## src/hw/rtl/bra_pkg.sv

```systemverilog
// ----------------------------------------------------------------------------
// bra_pkg
// Shared opcodes for the bitmap run allocator.
// ----------------------------------------------------------------------------
package bra_pkg;
    localparam logic [2:0] OP_SCAN   = 3'd0;
    localparam logic [2:0] OP_SCANI  = 3'd1;
    localparam logic [2:0] OP_BEST   = 3'd2;
    localparam logic [2:0] OP_SET    = 3'd3;
    localparam logic [2:0] OP_COUNT  = 3'd4;
endpackage

```

## src/hw/rtl/bra_ram.sv

```systemverilog
// ----------------------------------------------------------------------------
// bra_ram
// Generic single-port-write, single-port-read RAM with registered read.
// ----------------------------------------------------------------------------
module bra_ram #(
    parameter int WIDTH = 64,
    parameter int DEPTH = 16
) (
    input  logic                     i_clk,
    input  logic                     i_we,
    input  logic [$clog2(DEPTH)-1:0] i_waddr,
    input  logic [WIDTH-1:0]         i_wdata,
    input  logic [$clog2(DEPTH)-1:0] i_raddr,
    output logic [WIDTH-1:0]         o_rdata
);
    logic [WIDTH-1:0] r_mem [DEPTH];

    always_ff @(posedge i_clk) begin
        if (i_we) begin
            r_mem[i_waddr] <= i_wdata;
        end
        o_rdata <= r_mem[i_raddr];
    end
endmodule

```

## src/hw/rtl/bitmap_run_allocator_core.sv

```systemverilog
// ----------------------------------------------------------------------------
// bitmap_run_allocator_core
// Bitmap block allocator: first fit, first fit with invert, best fit, range set and range count.
// ----------------------------------------------------------------------------
// Input channel (i_valid/o_ready) takes one request transaction: opcode,
// start index, run length and bit value. The output channel (o_valid/i_ready)
// returns one result transaction per request. i_cfg_we writes bits_in_use.
// The map lives in one RAM of MAP_BITS/WORD_BITS words, read one word at a
// time through a registered read port. A search passes the map bit by bit:
// one bit per cycle of a walk over [start, n), held while each word touched
// is read. Scan and invert and best fit then take a second walk over the run
// that writes words back; set range takes only that write walk and count
// only the read walk over its range.
// After reset a clearing pass writes every word to zero with o_ready low.
// One request is in work at a time; a finished result goes to the output
// register when it is free, and the core then returns to idle for the next
// request. A second result waits in the core while the receiver stalls, and
// o_ready stays low until the first result is taken.
// ----------------------------------------------------------------------------
module bitmap_run_allocator_core #(
    parameter int MAP_BITS  = 1024,
    parameter int WORD_BITS = 64
) (
    input  logic        i_clk,
    input  logic        i_rst_n,
    input  logic        i_cfg_we,
    input  logic [10:0] i_cfg_wdata,
    input  logic        i_valid,
    output logic        o_ready,
    input  logic [2:0]  i_opcode,
    input  logic [10:0] i_start_index,
    input  logic [10:0] i_run_length,
    input  logic        i_bit_value,
    output logic        o_valid,
    input  logic        i_ready,
    output logic [10:0] o_position,
    output logic        o_found,
    output logic [10:0] o_tally,
    output logic        o_range_error
);
    localparam int NW = (MAP_BITS + WORD_BITS - 1) / WORD_BITS;
    localparam int AW = (NW > 1) ? $clog2(NW) : 1;
    localparam int BW = (WORD_BITS > 1) ? $clog2(WORD_BITS) : 1;
    localparam int IW = $clog2(MAP_BITS + 1);

    localparam logic [2:0] S_CLR  = 3'd0;
    localparam logic [2:0] S_IDLE = 3'd1;
    localparam logic [2:0] S_RD   = 3'd2;
    localparam logic [2:0] S_SCAN = 3'd3;
    localparam logic [2:0] S_WRD  = 3'd4;
    localparam logic [2:0] S_WMOD = 3'd5;
    localparam logic [2:0] S_OUT  = 3'd6;

    logic [2:0]    r_st, n_st;
    logic [10:0]   r_biu;
    logic [2:0]    r_op;
    logic [IW-1:0] r_start, r_len, r_n, r_i, r_run, r_pos, r_hs, r_best;
    logic          r_v, r_have, r_wv, r_scanned;
    logic [IW-1:0] r_wpos, r_wend;
    logic [IW-1:0] r_tally;
    logic [WORD_BITS-1:0] r_word;
    logic          r_found, r_err;
    logic          r_ovalid;
    logic [10:0]   r_opos, r_otally;
    logic          r_ofound, r_oerr;

    logic          ram_we;
    logic [AW-1:0] ram_waddr, ram_raddr;
    logic [WORD_BITS-1:0] ram_wdata, ram_rdata;

    bra_ram #(.WIDTH(WORD_BITS), .DEPTH(NW)) u_ram (
        .i_clk  (i_clk),
        .i_we   (ram_we),
        .i_waddr(ram_waddr),
        .i_wdata(ram_wdata),
        .i_raddr(ram_raddr),
        .o_rdata(ram_rdata)
    );

    logic [IW-1:0] n_clip;
    assign n_clip = ({1'b0, r_biu} < 12'(MAP_BITS)) ? IW'(r_biu) : IW'(MAP_BITS);

    logic [AW-1:0] i_word, w_word;
    logic [BW-1:0] i_bit, w_bit;
    assign i_word = AW'(r_i / WORD_BITS);
    assign i_bit  = BW'(r_i % WORD_BITS);
    assign w_word = AW'(r_wpos / WORD_BITS);
    assign w_bit  = BW'(r_wpos % WORD_BITS);

    logic cur_bit, match, in_range;
    assign cur_bit  = r_word[i_bit];
    assign match    = (cur_bit == r_v);
    assign in_range = (r_i < r_n);

    logic [IW:0] run_inc;
    assign run_inc = match ? ({1'b0, r_run} + 1'b1) : '0;

    logic [WORD_BITS-1:0] mod_word;
    always_comb begin
        mod_word = r_word;
        mod_word[w_bit] = r_wv;
    end

    always_comb begin
        ram_we    = 1'b0;
        ram_waddr = w_word;
        ram_wdata = mod_word;
        ram_raddr = i_word;
        if (r_st == S_CLR) begin
            ram_we    = 1'b1;
            ram_waddr = AW'(r_i);
            ram_wdata = '0;
        end else if (r_st == S_WRD || r_st == S_WMOD) begin
            ram_raddr = w_word;
            ram_we    = (r_st == S_WMOD) &&
                        ((w_bit == BW'(WORD_BITS - 1)) || (r_wpos + 1'b1 == r_wend));
        end
    end

    assign o_ready       = (r_st == S_IDLE);
    assign o_valid       = r_ovalid;
    assign o_position    = r_opos;
    assign o_found       = r_ofound;
    assign o_tally       = r_otally;
    assign o_range_error = r_oerr;

    always_ff @(posedge i_clk) begin
        if (!i_rst_n) begin
            r_st     <= S_CLR;
            r_biu    <= 11'd1024;
            r_i      <= '0;
            r_ovalid <= 1'b0;
        end else begin
            if (i_cfg_we) begin
                r_biu <= i_cfg_wdata;
            end
            if (r_ovalid && i_ready && r_st != S_OUT) begin
                r_ovalid <= 1'b0;
            end
            case (r_st)
                S_CLR: begin
                    r_i <= r_i + 1'b1;
                    if (r_i == IW'(NW - 1)) begin
                        r_st <= S_IDLE;
                    end
                end
                S_IDLE: begin
                    if (i_valid) begin
                        r_op      <= i_opcode;
                        r_v       <= i_bit_value;
                        r_len     <= IW'(i_run_length);
                        r_start   <= IW'(i_start_index);
                        r_n       <= n_clip;
                        r_run     <= '0;
                        r_tally   <= '0;
                        r_have    <= 1'b0;
                        r_found   <= 1'b0;
                        r_err     <= 1'b0;
                        r_pos     <= '0;
                        r_best    <= '0;
                        r_hs      <= '0;
                        r_scanned <= 1'b0;
                        r_st      <= S_OUT;
                        case (i_opcode)
                            bra_pkg::OP_SCAN, bra_pkg::OP_SCANI: begin
                                if ({1'b0, i_start_index} > 12'(n_clip)) begin
                                    r_err <= 1'b1;
                                end else if ({1'b0, i_run_length} > 12'(n_clip)) begin
                                    r_st <= S_OUT;
                                end else if (i_run_length == '0) begin
                                    r_found <= 1'b1;
                                    r_pos   <= IW'(i_start_index);
                                end else begin
                                    r_i  <= IW'(i_start_index);
                                    r_st <= S_RD;
                                end
                            end
                            bra_pkg::OP_BEST: begin
                                if (i_run_length == '0) begin
                                    r_found <= 1'b1;
                                end else if ({1'b0, i_run_length} <= 12'(n_clip)) begin
                                    r_i  <= '0;
                                    r_st <= S_RD;
                                end
                            end
                            bra_pkg::OP_SET, bra_pkg::OP_COUNT: begin
                                if ({1'b0, i_start_index} > 12'(n_clip) ||
                                    {1'b0, i_run_length} >
                                        12'(n_clip) - {1'b0, i_start_index}) begin
                                    r_err <= 1'b1;
                                end else if (i_run_length != '0) begin
                                    r_i    <= IW'(i_start_index);
                                    r_wpos <= IW'(i_start_index);
                                    r_wend <= IW'(i_start_index) + IW'(i_run_length);
                                    r_wv   <= i_bit_value;
                                    r_n    <= IW'(i_start_index) + IW'(i_run_length);
                                    r_st   <= (i_opcode == bra_pkg::OP_SET) ? S_WRD : S_RD;
                                end
                            end
                            default: begin
                                r_st <= S_OUT;
                            end
                        endcase
                    end
                end
                S_RD: begin
                    if (r_scanned) begin
                        r_word <= ram_rdata;
                        r_st   <= S_SCAN;
                    end
                    r_scanned <= ~r_scanned;
                end
                S_SCAN: begin
                    if (!in_range) begin
                        if (r_op == bra_pkg::OP_BEST) begin
                            if (r_run != '0 && {1'b0, r_run} >= {1'b0, r_len} &&
                                (!r_have || r_run <= r_best)) begin
                                r_have <= 1'b1;
                                r_found <= 1'b1;
                                r_pos  <= r_hs;
                                r_wpos <= r_hs;
                                r_wend <= r_hs + r_len;
                                r_wv   <= ~r_v;
                                r_st   <= S_WRD;
                            end else if (r_have) begin
                                r_found <= 1'b1;
                                r_wpos <= r_pos;
                                r_wend <= r_pos + r_len;
                                r_wv   <= ~r_v;
                                r_st   <= S_WRD;
                            end else begin
                                r_st <= S_OUT;
                            end
                        end else begin
                            r_st <= S_OUT;
                        end
                    end else begin
                        r_i <= r_i + 1'b1;
                        if (i_bit == BW'(WORD_BITS - 1)) begin
                            r_st <= S_RD;
                        end
                        case (r_op)
                            bra_pkg::OP_COUNT: begin
                                if (match) begin
                                    r_tally <= r_tally + 1'b1;
                                end
                            end
                            bra_pkg::OP_BEST: begin
                                r_run <= IW'(run_inc);
                                if (match && r_run == '0) begin
                                    r_hs <= r_i;
                                end
                                if (!match && r_run != '0 &&
                                    {1'b0, r_run} >= {1'b0, r_len} &&
                                    (!r_have || r_run <= r_best)) begin
                                    r_have <= 1'b1;
                                    r_best <= r_run;
                                    r_pos  <= r_hs;
                                end
                            end
                            default: begin
                                r_run <= IW'(run_inc);
                                if (run_inc >= {1'b0, r_len}) begin
                                    r_found <= 1'b1;
                                    r_pos   <= r_i + 1'b1 - r_len;
                                    if (r_op == bra_pkg::OP_SCANI) begin
                                        r_wpos <= r_i + 1'b1 - r_len;
                                        r_wend <= r_i + 1'b1;
                                        r_wv   <= ~r_v;
                                        r_st   <= S_WRD;
                                    end else begin
                                        r_st <= S_OUT;
                                    end
                                end
                            end
                        endcase
                    end
                end
                S_WRD: begin
                    if (r_scanned) begin
                        r_word <= ram_rdata;
                        r_st   <= S_WMOD;
                    end
                    r_scanned <= ~r_scanned;
                end
                S_WMOD: begin
                    r_word[w_bit] <= r_wv;
                    r_wpos <= r_wpos + 1'b1;
                    if (r_wpos + 1'b1 == r_wend) begin
                        r_st <= S_OUT;
                    end else if (w_bit == BW'(WORD_BITS - 1)) begin
                        r_st <= S_WRD;
                    end
                end
                S_OUT: begin
                    if (!r_ovalid || i_ready) begin
                        r_ovalid <= 1'b1;
                        r_opos   <= r_found ? 11'(r_pos) : '0;
                        r_ofound <= r_found;
                        r_otally <= 11'(r_tally);
                        r_oerr   <= r_err;
                        r_st     <= S_IDLE;
                    end
                end
                default: begin
                    r_st <= S_IDLE;
                end
            endcase
        end
    end

    assert property (@(posedge i_clk) disable iff (!i_rst_n)
        o_ready |-> r_st == S_IDLE)
        else $error("ready outside idle");
    assert property (@(posedge i_clk) disable iff (!i_rst_n)
        (o_valid && o_found) |-> !o_range_error)
        else $error("found with range error");
    assert property (@(posedge i_clk) disable iff (!i_rst_n)
        ram_we |-> (r_st == S_CLR || r_st == S_WMOD))
        else $error("stray memory write");
endmodule
```

## config.mk

```make
export PLATFORM = sky130hd
export DESIGN_NAME = bitmap_run_allocator_core
export DESIGN_NICKNAME = d
export VERILOG_FILES = /design/src/hw/rtl/bra_pkg.sv /design/src/hw/rtl/bra_ram.sv /design/src/hw/rtl/bitmap_run_allocator_core.sv
export SDC_FILE = /design/constraint.sdc
export NUM_CORES = 2
export LEC_CHECK = 0
export BUFFER_PORTS_ARGS = -buffer_cell sky130_fd_sc_hd__buf_2
export CAP_MARGIN = 10
export CORE_MARGIN = 5
export CORE_UTILIZATION = 35
export DETAILED_ROUTE_END_ITERATION = 10
export GPL_ROUTABILITY_DRIVEN = 0
export PLACE_DENSITY = 0.51
export RECOVER_POWER = 100
export SLEW_MARGIN = 10
export SYNTH_ARGS = -nofsm -noshare
export SYNTH_HDL_FRONTEND = slang
export SYNTH_SLANG_ARGS = --single-unit
```

## constraint.sdc

```tcl
create_clock -name i_clk -period 6.25 [get_ports i_clk]
set_clock_uncertainty 0.2 [all_clocks]
set_input_delay 0.9375 -clock i_clk [delete_from_list [all_inputs] [get_ports i_clk]]
set_output_delay 0.9375 -clock i_clk [all_outputs]
set_load 0.005 [all_outputs]
```

==> metrics.md <==
| Metric | Value |
|---|---|
| Status | finished, violations left |
| Failing checks | max-capacitance violations, max-slew violations |
| DPL Wire Length | 89.8 mm |
| Worst-case reg-to-reg path depth | 10 |
| Critical path class | reg2reg |
| Row cnt | around 150 |
| Leak | 21.8 nW |
| Period utilization | about 95% |
| Die Footprint | between 0.15 and 0.2 mm^2 |
| Relative slew slack | -158% |
| Fin area | 0.0640 mm^2 |
| Largest fanout on the critical path | 33 |
| Top_reg_cell synth | edfxtp_1 |
| Clk network pwr share | approximately 28% |
| Routed WL per cell | between 20 and 30 um |
| Worst Setup SP | r_wpos[0]$_DFFE_PP_ |
| Vias per cell | about 5.4 |
| Worst Setup EP | u_ram.r_mem[12][18]$_DFFE_PP_ |
| Final Critical Period | around 5900 ps |
| P_int | about 20 mW |
| Tot Pwr | 29.6 mW |
| Min-delay worst type | in2reg |
| DIE HEIGHT | approximately 410 um |
| Area grow syn2layout | 13.3% |
| IO buf count | 67 |
| TritonCTS Buffers | between 100 and 150 |
| Power per cell area | 462 mW/mm^2 |
| Post-Syn Instances | 3543 |
| Crit start category | register |
| Total nets after synthesis | around 3700 |
| Switch Pwr | 9.63 mW |
| Antenna viol nets, final | 0 |
| Clk root buf | clkbuf_16 |
| EDFF count, synth | between 1000 and 1500 |
| Worst R2R End | u_ram.r_mem[12][18]$_DFFE_PP_ |
| Ys async rst share | 0% |
| Synth cell types | 81 |
| Max Freq | around 170 MHz |
| Fraction of layout cells with a size suffix above 1 | around 17% |
| Number of global-route vias before repair | 32300 |
| Die Span X | 412 um |
| Critical path endpoint category | register |
| Net Sw Frac | between 30% and 40% |
| Seq pwr share | a little over two fifths |
| Worst Max-Slew Pin Slew | approximately 3900 ps |
| GRT overflow | 0 |
| Antenna cells | 0 |
| Post-route core utilization | roughly 40% |
| Placed inst area | 0.0599 mm^2 |
| All-Layer GR Usage | 18.7% |
| Final Hold Fails | 0 |
| Max Cap Violations | 11 |
| VDD IR max | 0.343 mV |
| Final Net Count | approximately 3800 |
| Total number of vias | 32200 |
| Reg2reg setup slack | approximately 320 ps |
| Post-CTS Setup Bufs | 0 |
| RSZ-0062 raised after global routing | no |
| Mapped cell area | ~0.056 mm^2 |
| Drt drc | 0 |
| Io pins | 68 |
| Synth Area per Inst | 15.9 um^2 |
| Final setup fails | 0 |
| Synth Warn # | 0 |
| Starting Density | a little over a third |
| Global-route wire length before repair | 232 mm |
| CTS resizes | 0 |
| Worst-Skew Late Latency | 800 ps |
| CTS tree | built |
| CP arrival | a little over 6000 ps |
| Clock Path Buffers | 3 |
| Pre-antenna DRT Iters | 6 |
| Largest net degree at the start of global routing | between 100 and 150 |
| Initial antenna violation count | 2 |
| CTS clk-pin slew, worst paths | 70 ps |
| Synth Register Bits | 1310 |
| Required @ worst endpoint | 6440 ps |
| Core area | 0.161 mm^2 |
| Logic pwr share | 29.4% |
| Num Clock Sinks | ~1300 |
| CTS Hold Bufs | 0 |
| Drt total wl | 159 mm |
| H-tree lvl count | 4 |
| Final Max Tran Viols | 625 |
| Reg2reg start | r_wpos[0]$_DFFE_PP_ |
| Register area share after synthesis | about two thirds |
| Final TNS setup | 0 ps |
| DR iter-0 viols | between 3000 and 4000 |
## power by group through the flow
| stage | combinational, mW | sequential [mW] | clock [mW] |
|---|---|---|---|
| after floorplan | 5.97 | 12.3 | 0 |
| after global placement | 8.94 | 12.5 | 0 |
| after detailed placement | 8.95 | 12.6 | 0 |
| after CTS | 8.98 | 12.4 | 8.63 |
| after global routing | 9.44 | 12.5 | 8.99 |
| final | 8.71 | 12.4 | 8.44 |
## worst min-delay path by stage
| stage | from | to | slack, ps | cells after the start |
|---|---|---|---|---|
| 4_1_cts | i_bit_value | r_v$_DFFE_PP_ | 120 | 1 |
| 3_3_place_gp | r_err$_DFFE_PP_ | o_range_error$_DFFE_PP_ | 200 | 0 |
| 2_1_floorplan | r_err$_DFFE_PP_ | o_range_error$_DFFE_PP_ | 200 | 0 |
| 3_5_place_dp | r_err$_DFFE_PP_ | o_range_error$_DFFE_PP_ | 210 | 0 |
| 5_1_grt | i_cfg_wdata[3] | r_biu[3]$_SDFFE_PN0P_ | 190 | 3 |
| 6_report | i_cfg_wdata[9] | r_biu[9]$_SDFFE_PN0P_ | 200 | 3 |
## synthesized netlist by cell type, types with 48 or more instances
cell	instances	area, um^2
and2_1	82	513
nor3_1	48	240
o21ai_0	132	661
a211oi_1	58	435
edfxtp_1	1220	36600
mux4_2	263	5920
nor2_1	221	830
a21oi_1	59	295
nand2_1	333	1250
dfxtp_1	90	1800
mux2i_1	118	1180
a31oi_1	75	469
nand3_1	48	240
clkbuf_1	108	405
ha_1	113	1410
inv_1	86	323
## routing by layer
metal  routed length [um]  vias to the layer above  global-route usage (%)  part of all wire [%]
met4                 4950                        0                    5.95                   3.1
met3                 9050                      287                    3.13                   5.7
met5                    0                        -                       0                     0
li1                     -                    14000                       -                     -
met1                70300                    16800                    25.8                    44
met2                75200                     1039                    30.2                    47
## metrics by stage
stage / hold WS (ps) / setup WS [ps] / std cells
after floorplan: 200 / 440 / 3543
after global placement: 204 / 397 / 5666
after detailed placement: 208 / 352 / 5666
after CTS: 124 / 574 / 5928
after global routing: 188 / 118 / 5928
final: 202 / 316 / 5928
## critical path: stages (launching register included)
cell      delay [ps]
edfxtp_1         770
ha_1             390
nand2_1          150
nor4_1           570
xor2_1           290
xor2_1           140
nor4_1           720
o21ai_0          420
o21a_1           390
nor2_1           320
buf_2           1110
## registers in the layout, summed over array words and instances, names as in the netlist, 3 cells and up
register,flops
r_len,11
r_pos,11
u_ram.o_rdata,64
r_op,3
r_wpos,11
r_wend,11
r_tally,11
r_hs,11
o_position,11
r_st,3
r_best,11
u_ram.r_mem,1024
r_word,64
r_biu,11
r_run,11
r_i,11
o_tally,11
r_n,11
## cells in the final DEF (no fill, tap or decap), drive strengths merged, types with 18 or more instances in the layout
cell type,n
edfxtp,1220
nand2,334
clkbuf,272
mux4,264
nor2,222
o21ai,135
mux2i,118
ha,113
inv,95
dfxtp,90
a211oi,86
and2,82
buf,82
a31oi,75
a21oi,61
nand3,48
nor3,48
clkinv,46
xor2,38
xnor2,38
and3,35
nor2b,29
mux2,18
## cell type report
type                            count  area, um^2
Timing Repair Buffer              158        1020
Tap cell                         2160        2700
Clock inverter                     66         783
Sequential cell                  1310       38400
Multi-Input combinational cell   1950       16800
Fill cell                       14700       96500
Clock buffer                      196        3910
Inverter                           88         330
## logic make-up after synthesis
| kind of cell | synth area share [%] |
|---|---|
| AO/OA/AOI/OAI | 5.70 |
| XOR/XNOR | 1.30 |
| adder cells (fa/ha/maj) | 2.64 |
| buffers and inverters | 2.18 |
| flip-flops | 68.0 |
| multiplexers | 13.0 |
| AND/OR/NAND/NOR | 7.17 |
Note: power is estimated with default switching activity, not from simulation.
